### src/hdl/smav_pkg.sv
// smav_pkg: shared widths, types and controller states for the moving-average block
// no dependencies; compile first

package smav_pkg;

  // field widths
  localparam int SampleW = 16;
  localparam int CntW    = 7;
  localparam int FracW   = 8;
  localparam int MeanW   = 24;

  // running sum holds up to 127 full-scale samples
  localparam int SumW  = SampleW + CntW;
  localparam int DivW  = SumW + FracW;
  localparam int StepW = $clog2(DivW);

  localparam int CntMax           = (1 << CntW) - 1;
  localparam int MaxWindowDefault = 64;

  typedef logic signed [SampleW-1:0] sample_t;
  typedef logic signed [MeanW-1:0]   mean_t;
  typedef logic        [CntW-1:0]    count_t;
  typedef logic signed [SumW-1:0]    sum_t;

  typedef enum logic [1:0] {
    ST_IDLE,
    ST_READ,
    ST_DIV,
    ST_DONE
  } smav_state_t;

endpackage

### src/hdl/smav_sample_if.sv
// smav_sample_if: valid/ready channel carrying one input sample word
// depends on smav_pkg

interface smav_sample_if;
  import smav_pkg::*;

  logic    valid;
  logic    ready;
  sample_t sample;

  modport source (output valid, output sample, input ready);
  modport sink   (input valid, input sample, output ready);
endinterface

### src/hdl/smav_result_if.sv
// smav_result_if: valid/ready channel carrying one mean result word
// depends on smav_pkg

interface smav_result_if;
  import smav_pkg::*;

  logic   valid;
  logic   ready;
  mean_t  mean_q8;
  count_t held_count;

  modport source (output valid, output mean_q8, output held_count, input ready);
  modport sink   (input valid, input mean_q8, input held_count, output ready);
endinterface

### src/hdl/sliding_window_moving_average.sv
// sliding_window_moving_average: sample ring in one synchronous ram, running sum and Q8 mean
// a result word passes the ram read state, the divider state and the done state before it is valid
// one sample in flight: the next is taken only once the last has left the 31-step restoring divider
// the output register lets the next sample in while a result still waits
// reset: synchronous, window 1, sum, fill count and pointer cleared; ram left as is
// depends on smav_pkg, smav_sample_if, smav_result_if

module sliding_window_moving_average #(
  parameter int MAX_WINDOW = smav_pkg::MaxWindowDefault
) (
  input  logic                       clk,
  input  logic                       rst,
  input  logic                       cfg_wr_en,
  input  logic [smav_pkg::CntW-1:0]  cfg_wr_data,
  smav_sample_if.sink                sample_ch,
  smav_result_if.source              result_ch
);
  import smav_pkg::*;

  localparam int PtrW   = (MAX_WINDOW > 1) ? $clog2(MAX_WINDOW) : 1;
  localparam int WinCap = (MAX_WINDOW > CntMax) ? CntMax : MAX_WINDOW;

  // control state
  smav_state_t     state, state_next;
  count_t          win_eff;
  count_t          fill_cnt;
  logic [PtrW-1:0] ptr;
  sum_t            run_sum;
  logic [StepW-1:0] step;
  logic            res_valid;

  // payload
  sample_t         samp;
  logic            is_full;
  sample_t         rd_data;
  logic [DivW-1:0] dq;
  count_t          rem;
  logic            neg;
  mean_t           res_mean;
  count_t          res_cnt;

  // sample ring
  sample_t ring [MAX_WINDOW];

  logic            accept;
  logic            res_load;
  logic [PtrW-1:0] wr_slot;
  sum_t            sum_drop;
  sum_t            sum_new;
  count_t          cnt_new;
  logic [SumW-1:0] sum_mag;
  logic [PtrW-1:0] ptr_adv;
  logic [CntW:0]   rem_sh;
  logic [CntW:0]   rem_diff;
  logic            q_bit;
  logic [MeanW-1:0] q_mag;
  count_t          cfg_win;

  // next state and handshakes
  always_comb begin
    state_next = state;
    sample_ch.ready = 1'b0;
    res_load = 1'b0;
    case (state)
      ST_IDLE: begin
        sample_ch.ready = 1'b1;
        if (sample_ch.valid) state_next = ST_READ;
      end
      ST_READ: state_next = ST_DIV;
      ST_DIV: begin
        if (step == '0) state_next = ST_DONE;
      end
      ST_DONE: begin
        if (!res_valid || result_ch.ready) begin
          res_load = 1'b1;
          state_next = ST_IDLE;
        end
      end
      default: state_next = ST_IDLE;
    endcase
  end

  assign accept = sample_ch.valid && sample_ch.ready;

  // window length: zero reads as one, large values saturate
  always_comb begin
    cfg_win = cfg_wr_data;
    if (cfg_wr_data == '0) cfg_win = count_t'(1);
    else if (int'(cfg_wr_data) > WinCap) cfg_win = count_t'(WinCap);
  end

  // read-modify-write of the running sum; ring read data arrived this cycle
  always_comb begin
    sum_drop = is_full ? (run_sum - sum_t'(rd_data)) : run_sum;
    sum_new  = sum_drop + sum_t'(samp);
    cnt_new  = is_full ? fill_cnt : (fill_cnt + count_t'(1));
    sum_mag  = sum_new[SumW-1] ? (-sum_new) : sum_new;
    wr_slot  = is_full ? ptr : PtrW'(fill_cnt);
    ptr_adv  = (int'(ptr) + 1 >= int'(win_eff)) ? '0 : (ptr + PtrW'(1));
  end

  // one restoring divide step per cycle, divisor is the fill count
  always_comb begin
    rem_sh   = {rem, dq[DivW-1]};
    rem_diff = rem_sh - {1'b0, fill_cnt};
    q_bit    = (rem_sh >= {1'b0, fill_cnt});
    q_mag    = dq[MeanW-1:0];
  end

  // control registers
  always_ff @(posedge clk) begin
    if (rst) begin
      state     <= ST_IDLE;
      win_eff   <= count_t'(1);
      fill_cnt  <= '0;
      ptr       <= '0;
      run_sum   <= '0;
      step      <= '0;
      res_valid <= 1'b0;
    end else begin
      state <= state_next;
      if (cfg_wr_en) begin
        win_eff  <= cfg_win;
        fill_cnt <= '0;
        ptr      <= '0;
        run_sum  <= '0;
      end else if (state == ST_READ) begin
        run_sum  <= sum_new;
        fill_cnt <= cnt_new;
        if (is_full) ptr <= ptr_adv;
      end
      if (state == ST_READ) step <= StepW'(DivW - 1);
      else if (state == ST_DIV) step <= step - StepW'(1);
      if (res_load) res_valid <= 1'b1;
      else if (result_ch.ready) res_valid <= 1'b0;
    end
  end

  // ram: one item in flight, so the read never overlaps a pending write
  always_ff @(posedge clk) begin
    if (accept) rd_data <= ring[ptr];
    if (state == ST_READ) ring[wr_slot] <= samp;
  end

  // datapath registers
  always_ff @(posedge clk) begin
    if (accept) begin
      samp    <= sample_ch.sample;
      is_full <= (fill_cnt == win_eff);
    end
    if (state == ST_READ) begin
      dq  <= {sum_mag, {FracW{1'b0}}};
      rem <= '0;
      neg <= sum_new[SumW-1];
    end else if (state == ST_DIV) begin
      dq  <= {dq[DivW-2:0], q_bit};
      rem <= q_bit ? rem_diff[CntW-1:0] : rem_sh[CntW-1:0];
    end
    if (res_load) begin
      res_mean <= neg ? mean_t'(-q_mag) : mean_t'(q_mag);
      res_cnt  <= fill_cnt;
    end
  end

  assign result_ch.valid      = res_valid;
  assign result_ch.mean_q8    = res_mean;
  assign result_ch.held_count = res_cnt;

`ifndef SYNTHESIS
  // fill count never runs past the window
  a_fill_in_window: assert property (@(posedge clk) disable iff (rst)
    fill_cnt <= win_eff)
    else $error("fill count above window length");

  // oldest pointer stays inside the window
  a_ptr_in_window: assert property (@(posedge clk) disable iff (rst)
    int'(ptr) < int'(win_eff))
    else $error("oldest pointer outside window");

  // an accepted word goes straight to the ram read cycle
  a_accept_to_read: assert property (@(posedge clk) disable iff (rst)
    accept |=> state == ST_READ)
    else $error("accepted word did not start a ram read");

  // the divider finishes after its last step
  a_div_ends: assert property (@(posedge clk) disable iff (rst)
    (state == ST_DIV && step == '0) |=> state == ST_DONE)
    else $error("divider did not finish on its last step");

  // a result word always covers at least one sample
  a_count_nonzero: assert property (@(posedge clk) disable iff (rst)
    res_valid |-> res_cnt != '0)
    else $error("result word with zero held count");
`endif

endmodule

### src/flat_wrapper.sv
// flat-port wrapper written by rule: the top's interface ports become plain ports
module sliding_window_moving_average_flat import smav_pkg::*;
#(
  parameter int MAX_WINDOW = smav_pkg::MaxWindowDefault
)
  (clk, rst, cfg_wr_en, cfg_wr_data, sample_ch_valid, sample_ch_sample, sample_ch_ready, result_ch_valid, result_ch_mean_q8, result_ch_held_count, result_ch_ready);
  smav_sample_if sample_ch_i ();
  smav_result_if result_ch_i ();
  input  logic clk;
  input  logic rst;
  input  logic cfg_wr_en;
  input  logic [smav_pkg::CntW-1:0] cfg_wr_data;
  input wire logic [$bits(sample_ch_i.valid)-1:0] sample_ch_valid;
  input wire logic [$bits(sample_ch_i.sample)-1:0] sample_ch_sample;
  output wire logic [$bits(sample_ch_i.ready)-1:0] sample_ch_ready;
  output wire logic [$bits(result_ch_i.valid)-1:0] result_ch_valid;
  output wire logic [$bits(result_ch_i.mean_q8)-1:0] result_ch_mean_q8;
  output wire logic [$bits(result_ch_i.held_count)-1:0] result_ch_held_count;
  input wire logic [$bits(result_ch_i.ready)-1:0] result_ch_ready;
  assign sample_ch_i.valid = sample_ch_valid;
  assign sample_ch_i.sample = sample_ch_sample;
  assign sample_ch_ready = sample_ch_i.ready;
  assign result_ch_valid = result_ch_i.valid;
  assign result_ch_mean_q8 = result_ch_i.mean_q8;
  assign result_ch_held_count = result_ch_i.held_count;
  assign result_ch_i.ready = result_ch_ready;
  sliding_window_moving_average #(.MAX_WINDOW(MAX_WINDOW)) u_core (.clk(clk), .rst(rst), .cfg_wr_en(cfg_wr_en), .cfg_wr_data(cfg_wr_data), .sample_ch(sample_ch_i), .result_ch(result_ch_i));
endmodule
### config.mk
export PLATFORM = sky130hd
export DESIGN_NAME = sliding_window_moving_average_flat
export DESIGN_NICKNAME = d
export VERILOG_FILES = /design/src/hdl/smav_pkg.sv /design/src/hdl/smav_sample_if.sv /design/src/hdl/smav_result_if.sv /design/src/hdl/sliding_window_moving_average.sv /design/src/flat_wrapper.sv
export SDC_FILE = /design/constraint.sdc
export NUM_CORES = 1
export LEC_CHECK = 0
export ABC_AREA = 1
export BUFFER_PORTS_ARGS = -buffer_cell sky130_fd_sc_hd__buf_2
export CELL_PAD_IN_SITES_DETAIL_PLACEMENT = 0
export CELL_PAD_IN_SITES_GLOBAL_PLACEMENT = 1
export CORE_AREA = 2 2 333 401
export DETAILED_ROUTE_END_ITERATION = 10
export DIE_AREA = 0 0 335 403
export PLACE_DENSITY_LB_ADDON = 0.3
export SYNTH_ARGS = -nofsm -noshare
export SYNTH_HDL_FRONTEND = slang
export SYNTH_SLANG_ARGS = --single-unit
export TNS_END_PERCENT = 30
### constraint.sdc
create_clock -name clk -period 4.26 [get_ports clk]
set_input_delay 0.426 -clock clk [delete_from_list [all_inputs] [get_ports clk]]
set_output_delay 0.426 -clock clk [all_outputs]
set_load 0.03 [all_outputs]
### Word-level counts from Yosys, hierarchy flattened

Memory sizes are Yosys's and may differ from the RTL's. A register that Yosys moved wholly into a read port is not among the register bits.
Cells that the tools add are included.

* flip-flop bits (word level): 138
* output and inout port bits: 33
* input port bits: 28
* logic and storage cells: 73
* memories: 1
* bits in writable memories: 1024

Memory list
* u_core.ring: words 64, width 16, rd ports 1, clocked after Yosys merged registers in 1, wr ports 1, line sliding_window_moving_average.sv:43 `sample_t ring [MAX_WINDOW];`

* bitwise operators: 1
* multiplexer cells: 23
* add/sub/neg operators: 9
* equal/unequal tests: 7
* reduce and logical (&&, ||, !) cells: 13
* magnitude comparators: 3

Operators with widths (number)
* $mux W31: 2
* $mux W23: 2
* $ge A32 B8 Y1: 1
* $mux W24: 1
* $neg A24 Y24: 1
* $add A23 B16 Y23: 1
* $neg A23 Y23: 1
* $sub A23 B16 Y23: 1
* $mux W7: 3
* $mux W6: 2
* $mux W5: 2
* $ge A8 B7 Y1: 1
* $pmux W2 S4: 1
* $add A6 B1 Y7 const B: 1
* $add A7 B1 Y7 const B: 1
* $eq A7 B7 Y1: 1
* $gt A7 B7 Y1 const B: 1
* $logic_not A7 Y1: 1
* $mux W1: 7
* $sub A7 B7 Y7: 1
* $add A6 B1 Y6 const B: 1
* $mux W2: 3
* $logic_not A5 Y1: 1
* $sub A5 B1 Y5 const B: 1
* other kinds (13): 18

### Logic depth before layout (Yosys ltp)

* depth after elaboration: 6
* mapped depth: 30
* gate-level depth less buffers: 30

### Least setup slack after synthesis

Ideal clock, no wire load.

* kind: register to register
* start: register u_core.rd_data[0], read port of u_core.ring
* end: register u_core.dq[16] (data pin)
* period minus slack after synthesis: 3.828 ns
* buffers on the path: 1
* required time: 4.004 ns
* stages on the path, launching flop included: 23
* arrival time: 3.571 ns
* setup slack: 0.432 ns
* setup time: 0.256 ns
* cell sequence: edfxtp_1 ha_1 fa_1 inv_1 nand2_1 nand3_1 a21oi_1 o21ai_1 a21oi_1 o21ai_1 xnor2_1 o21ai_1 ha_1 nand2_1 inv_1 nand3_1 nor2_1 nand3_1 nand3_2 xnor3_1 buf_6 nor2_1 o21ai_1

* elaborated cells on any way between the ends: 6
* those cells by class: 3 x add/sub; 3 x mux

RTL lines
* start, declared: line sliding_window_moving_average.sv:35 `sample_t rd_data;`
* $sub A23 B16 Y23: line sliding_window_moving_average.sv:94 `sum_drop = is_full ? (run_sum - sum_t'(rd_data)) : run_sum;`
* $mux W23: line sliding_window_moving_average.sv:94
* $add A23 B16 Y23: line sliding_window_moving_average.sv:95 `sum_new = sum_drop + sum_t'(samp);`
* net u_core.sum_new[22]: line sliding_window_moving_average.sv:49 `sum_t sum_new;`
* $mux W23: line sliding_window_moving_average.sv:97 `sum_mag = sum_new[SumW-1] ? (-sum_new) : sum_new;`
* $mux W31: line sliding_window_moving_average.sv:151 `if (state == ST_READ) begin`
* end signal, assigned: line sliding_window_moving_average.sv:152 `dq <= {sum_mag, {FracW{1'b0}}};`
* end signal, assigned: line sliding_window_moving_average.sv:156 `dq <= {dq[DivW-2:0], q_bit};`
* end, declared: line sliding_window_moving_average.sv:36 `logic [DivW-1:0] dq;`

The timed path passes the listed nets, and every way through them passes these cells.
A chain may end at the register's enable or synchronous reset.

### Final worst setup path

* start: register u_core.rd_data[0], read port of u_core.ring
* end: register u_core.dq[26] (data pin)

* cells in the longest elaborated chain, start to end: 6

RTL lines (line)
* $sub A23 B16 Y23 (*): sliding_window_moving_average.sv:94
* $mux W23 (*): sliding_window_moving_average.sv:94
* $add A23 B16 Y23 (*): sliding_window_moving_average.sv:95
* $neg A23 Y23: sliding_window_moving_average.sv:97
* $mux W23 (*): sliding_window_moving_average.sv:97
* $mux W31 (*): sliding_window_moving_average.sv:151

Mark *: on every way between the ends. The rest lies on a longest branch, timed or not.

==> metrics.md <==
| Metric | Value |
|---|---|
| Setup-failing EPs final | 0 |
| Vias in the first global route | 32400 |
| Worst hold slack | 0.0769 ns |
| Die area | 0.135 mm^2 |
| Pre-CTS WS | -0.00639 ns |
| Net switching power | slightly below 10 mW |
| Cell Rows | 146 |
| DR iter-0 viols | around 2800 |
| Sequential power share | 44.8% |
| Sequential share of the synthesized area | 70.2% |
| Num Clock Sinks | 1178 |
| Setup CP Type | flop to flop |
| Leak Pwr | 19.9 nW |
| Critical path launch point type | flop |
| Peak supply drop | 333 uV |
| Slew margin rel. | 26.7% |
| Sw Ratio | 31.1% |
| Layout cells sized above 1 | 13.1% |
| Initial cell density of the core | 37.7% |
| Worst-Margin Slew | around 1.1 ns |
| N_diodes | 0 |
| Via count | 33000 |
| WP data arrival | 4.51 ns |
| Cell area after synthesis | just under 0.05 mm^2 |
| Fin crit share | 94.6% |
| Clk pwr share | 31.1% |
| Drt drc | 0 |
| Drt wl/cell | roughly 24 um |
| RSZ-0062 raised after global routing | true |
| Reg2reg end | u_core.dq[26] |
| Fmax | 248 MHz |
| Most common cell after layout, fill and taps aside | edfxtp_1 |
| Crit-path max FO | 6 |
| Die Ht | 403 um |
| Most frequent cells in the layout | edfxtp_1, nand2_1, a21oi_1 |
| Initial antenna violation count | 3 |
| Clock Latency Late Sink | 0.75 ns |
| Vias per inst | around 5.5 |
| CTS tree | yes |
| Largest net degree at the start of global routing | between 100 and 150 |
| Core area | 0.131 mm^2 |
| Power Dens Cells | 559 mW/mm^2 |
| NumNets Final | between 4000 and 5000 |
| CP Launch Point | u_core.rd_data[0] |
| TritonCTS Buffers | about 110 |
| Reg2reg start | u_core.rd_data[0] |
| Syn Area/Cell | 12.3 um^2 |
| First-pass GRT wire length | ~210000 um |
| Clock Skews | 0.0321 ns |
| FF-to-FF setup slack | 0.23 ns |
| Final HPWL DP | 85600 um |
| Worst hold path depth | 4 |
| Synthesis-stage register bit count | 1178 |
| Final min period | 4.03 ns |
| Mapped Cells | 4025 |
| Worst hold path type | primary input to flop |
| Combinational share of power | 24.1% |
| Status | complete, no violations |
| CTS Root Cell | clkbuf_16 |
| Total negative slack | 0 ns |
| Worst setup margin | 0.230 ns |
| Crit path capture | u_core.dq[26] |
| Worst EP required | about 4.7 ns |
| Width of the chip | 335 um |
| IO Port Bufs | 60 |
| P&R area growth vs syn | 15.2% |
| Post-route ant nets | 0 |
| Max-capacitance violation count | 0 |
| Total number of H-tree levels | 3 |
| Fillcell total | 12100 |
| Crit end category | flop |
| Reg2Reg Depth | 25 |
| Clock buffer depth | 3 |
| Synth unique cells | 52 |
| Power Total | 31.9 mW |
| Final Hold Fails | 0 |
| Final wirelength | 146000 um |
| Mapped Nets | 4125 |
| Pins Over Slew Limit | 0 |
| Final Util | 43.4% |
| Worst-path clk slew | 0.07 ns |
| Internal | 21.9 mW |
| Warnings from Yosys | 0 |
| Total congestion overflow | 0 |
| Routability Congestion | roughly 0.88 |
| Ports | 61 |
| First drt pass iteration count | 5 |
| GRT Overall Usage | 21.2% |
==> worst min path at each step <==
| stage | to | from | slack (ns) |
|---|---|---|---|
| floorplan | u_core.result_ch.held_count[6] | u_core.fill_cnt[6] | 0.43 |
| global placement | u_core.run_sum[0] | u_core.run_sum[0] | 0.47 |
| detailed placement | u_core.run_sum[0] | u_core.run_sum[0] | 0.47 |
| CTS | u_core.win_eff[1] | cfg_wr_data[1] | 0.02 |
| global route | u_core.win_eff[1] | cfg_wr_data[1] | 0.08 |
| finish | u_core.win_eff[4] | cfg_wr_data[6] | 0.08 |
==> cells by family after synthesis <==
kind of cell	count (synthesis)	share of synthesized area [%]
adder cells (fa/ha/maj)	72	1.87
AO/OA/AOI/OAI	1125	13.6
XOR/XNOR	55	1.00
buffers and inverters	468	3.67
flip-flops	1178	70.2
AND/OR/NAND/NOR	1127	9.66
==> cell type report <==
cell class | instances | area (um^2) | share of cell area, %
flip-flops and latches | 1178 | 34700 | 61.0
clock buffers | 157 | 3060 | 5.36
well taps | 1702 | 2130 | 3.74
repair buffers | 297 | 2300 | 4.05
multi-input cells | 2379 | 13300 | 23.3
clock inverters | 55 | 547 | 0.960
inverters | 242 | 923 | 1.62
==> critical path: stages (launching register included) <==
cell and delay [ns]:
edfxtp_1 0.37, ha_2 0.21, fa_1 0.41, inv_1 0.09
nand2_1 0.07, nand3_2 0.11, a21oi_4 0.07, o21ai_2 0.20
buf_4 0.14, xnor2_1 0.10, o21ai_0 0.10, ha_1 0.41
nand2_2 0.11, nor2_2 0.11, inv_1 0.07, nor3_2 0.21
nand2_1 0.09, nand3_1 0.10, nand2_2 0.10, inv_4 0.09
nand3_1 0.11, buf_4 0.15, o21ai_1 0.12, nand3_1 0.09
nand3_1 0.07, nand2_1 0.05
==> what timing repair did <==
action / 4_1_cts / 5_1_grt
hold endpoints to repair: 26 / 0
resized for setup: 2 / 75
buffers inserted: 0 / 16
hold buffers: 25 / 0
pin swaps: 0 / 26
cloned: 0 / 0
endpoints found under the setup margin: 3 / 24
==> power groups by stage <==
stage	logic [mW]	registers, mW	clock network [mW]
after global placement	7.21	14.5	0
after detailed placement	7.22	14.5	0
after global routing	8.56	14.3	10.5
after floorplan	4.26	14.8	0
final	7.68	14.3	9.92
after CTS	7.27	14.3	10.1
==> Yosys cell counts, drive strengths merged <==
cell       n  share of area (%)
nand3b     6              0.099
o21bai     1              0.015
dfxtp     66                2.7
fa         3               0.12
o221ai   256                4.5
nand2b     1              0.013
o31ai      1              0.015
o21a       3              0.046
xor2      38               0.67
nor2     172                1.4
inv      233                1.8
a21oi    597                6.0
a211oi     3              0.046
a21o       3              0.046
o22ai      2              0.025
a21boi     3              0.046
nor3      18               0.22
xnor3      1              0.046
a31o       1              0.018
edfxtp  1112                 68
a22oi      1              0.015
clkinv     9              0.068
o211a      1              0.020
clkbuf   174                1.3
nand3    182                1.9
nand4     33               0.42
o21ai    220                2.2
a221oi     3              0.053
o211ai    25               0.38
or2        5              0.063
buf       52               0.52
nor4      13               0.16
xnor2     16               0.28
nand2    697                5.4
ha        69                1.7
a31oi      5              0.063
==> stage by stage <==
stage | cells | area (um^2)
6_report | 6010 | 57000
5_1_grt | 6010 | 57000
4_1_cts | 5994 | 56600
3_5_place_dp | 5757 | 52700
3_3_place_gp | 5757 | 52700
2_1_floorplan | 4025 | 49500
==> state kept, by name, summed over array words and instances (netlist names) <==
signal and count:
u_core.dq 31, u_core.neg 1, u_core.state 2, u_core.result_ch.mean_q8 24, u_core.result_ch.valid 1, u_core.win_eff 7, u_core.ptr 6, u_core.result_ch.held_count 7
u_core.fill_cnt 7, u_core.is_full 1, u_core.step 5, u_core.ring 1024, u_core.rem 7, u_core.rd_data 16, u_core.run_sum 23, u_core.samp 16
==> routing by layer <==
metal	track usage (%)	wire length [um]	up-vias
li1	-	-	15400
met1	25.9	58500	16500
met2	37.6	74100	879
met3	2.85	7230	229
met4	8.79	5630	2
met5	0	9	-
No activity file was read; power rests on OpenSTA's default activity.
